### src/rtl/cse_ram.sv
module cse_ram #(
  parameter int unsigned Width = 32,
  parameter int unsigned Depth = 64
) (
  input  logic                     clk_i,
  input  logic                     we_i,
  input  logic [$clog2(Depth)-1:0] waddr_i,
  input  logic [Width-1:0]         wdata_i,
  input  logic [$clog2(Depth)-1:0] raddr_i,
  output logic [Width-1:0]         rdata_o
);

  logic [Width-1:0] mem_q [Depth];

  always_ff @(posedge clk_i) begin
    if (we_i) begin
      mem_q[waddr_i] <= wdata_i;
    end
    rdata_o <= mem_q[raddr_i];
  end

endmodule

### config.mk
export PLATFORM = sky130hd
export DESIGN_NAME = cse_ram
export DESIGN_NICKNAME = d
export VERILOG_FILES = /design/src/rtl/cse_ram.sv
export SDC_FILE = /design/constraint.sdc
export NUM_CORES = 2
export LEC_CHECK = 0
export BUFFER_PORTS_ARGS = -buffer_cell sky130_fd_sc_hd__buf_2
export CAP_MARGIN = 25
export CORE_MARGIN = 3
export CORE_UTILIZATION = 55
export DETAILED_ROUTE_END_ITERATION = 10
export PLACE_DENSITY = 0.79
export SLEW_MARGIN = 25
export SYNTH_ARGS = -nofsm -noshare
export SYNTH_HDL_FRONTEND = slang
export SYNTH_SLANG_ARGS = --single-unit
### constraint.sdc
create_clock -name clk_i -period 5.21 [get_ports clk_i]
set_clock_uncertainty 0.1 [all_clocks]
set_input_delay 0 -clock clk_i [delete_from_list [all_inputs] [get_ports clk_i]]
set_output_delay 0 -clock clk_i [all_outputs]
set_load 0.02 [all_outputs]
# [After elaboration in Yosys (flattened, before gate mapping)]
# Memory sizes are Yosys's and may differ from the RTL's. A register that Yosys moved wholly into a read port is not among the register bits.
# Cells that the tools add are included.
[word_totals] mem_bits_rw=2048 regBits=0 latch_bits=0 output_inout_bits=32 rom_bits=0 n_memories=1
[memory_table] memory="mem_q" depth=64 width=32 read_ports=1 rd_clocked_by_memory_dff=1 write_ports=1 line_no="13" text="logic [Width-1:0] mem_q [Depth];"
[op_classes] eq_ne=0 addsub=0 n_reduce_logical=0 mul=0 shifts=0 n_mux=2 div=0 order_cmp=0 n_bitwise=0
[ops] op="$mux W1" count=2

# [Longest topological paths before layout]
[logic_depth] ltp_word=2 depth_mapped=10 ltp_nobuf=5

# [Worst setup path after synthesis]
# Ideal clock, no wire load.
[synth_path] path_type="input -> register" from="input port waddr_i[3]" to="memory mem_q[48][0], enable pin" path_slack_ps=1950 cell_stages=4 required_ps=4649 t_arrival_ps=2699 setup_time_ps=461 cell_sequence="clkbuf_1 nor2b_1 nand4b_1 nor3_1"
[synth_lines] element="from (decl)" line_no="7" text="input logic [$clog2(Depth)-1:0] waddr_i,"
[synth_lines] element="to (decl)" line_no="13"
# Straight into the memory's write port.

==> out/results.ini <==
[layout]
multi_input_area_um2 = 16000
drive_above_1_share_pct = 29.2
final_common_cell = edfxtp_1
area_growth_syn_to_layout_pct = 13.1
fin_nets = 3614
fin_area_um2 = 88800
num-fill-cells = 8935
final-seq-area_um2 = 62100
final_cell_mix = edfxtp_1 (2048), mux4_2 (544), clkbuf_16 (195)

[die]
dieArea_um2 = 147000
fp.coreArea_um2 = 142000
pin_count = 78
start_util_pct = 55.5
fp-row-count = 138
die_w_um = 384
chipHeight_um = 384

[routing]
vias_per_cell = 6.93
routed-via-count = 39000
firstDrtPassIters = 6
drc = 0
post_drt_wl_per_cell_um = 37.0
routed_wl_um = 209000
initialDrtViolationCount = 6638
ant_nets = 0

[pwr]
p_int_mw = 27.1
power_mw = 34.5
irDropWorstVdd_mv = 0.329
power_switching_share_pct = 21.4
p_leak_nw = 27.6
clkPwrFrac_pct = 41.0
power_density_nw_per_um2 = 388
power.switching_mw = 7.37
power_frac_comb_pct = 5.0
pwr-share-seq_pct = 54.0

[clocking]
cts_sinks = 2080
clockRootBuffer = clkbuf_16
cts_tree = built
max-clock-path-buffers = 3
cts_inserted_buffers = 192
ctsHoldBuffers = 40
htreeDepth = 4
path_clk_slew_ps = 70
post_cts_resized = 0
clk_latency_ps = 830
postCtsSetupRepairBufs = 0

[min_path]
hp-class = in2reg
hp-start = waddr_i[2]

[worst_setup_path]
cp_slowest_cell = nand2b_1
path_max_fanout = 73
reg2reg_from = mem_q[22][12]
startpoint_type = primary input
crit_required_ps = 5880
crit_chain = dlygate4sd3_1 > buf_8 > buf_12 > nand2b_1 > o22ai_1 > nor2_1 > a21oi_1 > dlygate4sd3_1 > nor2_1 > dlygate4sd3_1
critPathMostFrequentCell = dlygate4sd3_1
worstSetupEndpointType = flip-flop
cp_top_family = buffers and inverters
crit_arrival_ps = 4430
path_buf_inv = 5
slowest_delay_ps = 880
worstSetupStartpoint = raddr_i[2]
worstSetupPathType = in2reg

[timing]
period_minus_slack_ps = 3760
rsz0062_at_grt = no
tightest_slew_ps = 1120
period_share_pct = 72.1
hold_violations = 0
relSlewSlack_pct = 25.3
setup_viol = 0
drv_slew = 0
max_freq_mhz = 266
holdWs_ps = 80.1
tns_ps = 0

[synthesis]
ys_seq_area_share_pct = 79.1
yosys.area.top_type = edfxtp_1
synth_top_area_share_pct = 78.3
synth_enable_flop_cells = 2048
syn_area_um2 = 78500
yosysUniqueCellTypes = 34
yosys_warnings = 0
synthArstFlopShare_pct = 0
ys_ff_latch = 2080
synthesis.nets = 3370
yosys-top-cells-area = edfxtp_1 (78%), mux4_2 (16%), mux2i_1 (1.2%), dfxtp_1 (0.82%), o22ai_1 (0.67%)
syn_avg_cell_area_um2 = 23.6
syn_inst = 3324
synthFlopType = edfxtp_1

[global_route]
antenna_found_initial = 17
grt_usage_pct = 28.5
overflow = 0
grt_max_degree = 88
grt_first_pass_wirelength_um = 295000
grt_pass1_vias = 40200

[status]
status = finished clean

[place]
globalplace.congestion = 0.816
portBuffers = 77
dp_hpwl_um = 107000
place_area_um2 = 81900

[run]
drv_cap = 0

synth_stat cells (all sizes together), types with 12 or more instances:
| library cell | instances |
|---|---|
| nand2 | 26 |
| clkbuf | 74 |
| dfxtp | 32 |
| edfxtp | 2048 |
| nor2b | 15 |
| a22oi | 12 |
| o22ai | 84 |
| mux4 | 544 |
| nor2 | 137 |
| buf | 108 |
| mux2i | 93 |
| o221ai | 27 |
| a21oi | 62 |
worst register-to-register path, cell delays in order (launching register included):
cell	delay, ps
edfxtp_1	410
mux4_2	490
o22ai_1	190
nor2_1	100
a21oi_1	180
dlygate4sd3_1	570
nor2_1	40
dlygate4sd3_1	570
state kept, by name, summed over array words and instances, names as in the netlist:
signal,flops
rdata_o,32
mem_q,2048
final timing paths:
kind / to / slack (ps) / cells after the start
max reg2reg: rdata_o[12] / 2450 / 7
max: rdata_o[12] / 1450 / 10
min: mem_q[48][6] / 80 / 3
min reg2reg: rdata_o[17] / 760 / 4
cell families after synthesis:
group	count (synthesis)	synth area share [%]
mux	637	16.8
simple gates	223	1.27
buf+inv	182	1.13
flops	2080	79.1
compound gates	202	1.67
through the flow:
stage	instances	util [%]	setup slack, ps
after floorplan	3324	-	1950
after global placement	5216	57.8	1970
after detailed placement	5217	57.8	1920
after CTS	5617	62.5	1730
after global routing	5629	62.7	1430
final	5636	62.7	1450
area by class of cell:
| cell class | count | area share (%) |
|---|---|---|
| Antenna cell | 12 | 0.0338 |
| Clock buffer | 250 | 5.86 |
| Clock inverter | 110 | 1.21 |
| Multi-Input combinational cell | 1062 | 18.0 |
| Sequential cell | 2080 | 70.0 |
| Tap cell | 1890 | 2.66 |
| Timing Repair Buffer | 232 | 2.30 |
power by group through the flow:
stage	clock, mW	sequential, mW	combinational, mW
final	14.1	18.6	1.71
after global placement	0	19.0	1.59
after CTS	14.2	18.6	1.69
after floorplan	0	19.0	0.901
after detailed placement	0	19.0	1.63
after global routing	14.8	18.6	1.78
routing by layer:
| metal | wire (um) | up-vias | part of all wire, % | track usage (%) |
|---|---|---|---|---|
| li1 | - | 14800 | - | - |
| met1 | 71000 | 20200 | 34 | 39.2 |
| met4 | 9190 | 8 | 4.4 | 12.2 |
| met3 | 26600 | 588 | 13 | 6.38 |
| met5 | 55 | - | 0.026 | 0 |
| met2 | 102000 | 3430 | 49 | 44.6 |
Note: power is estimated with default switching activity, not from simulation.
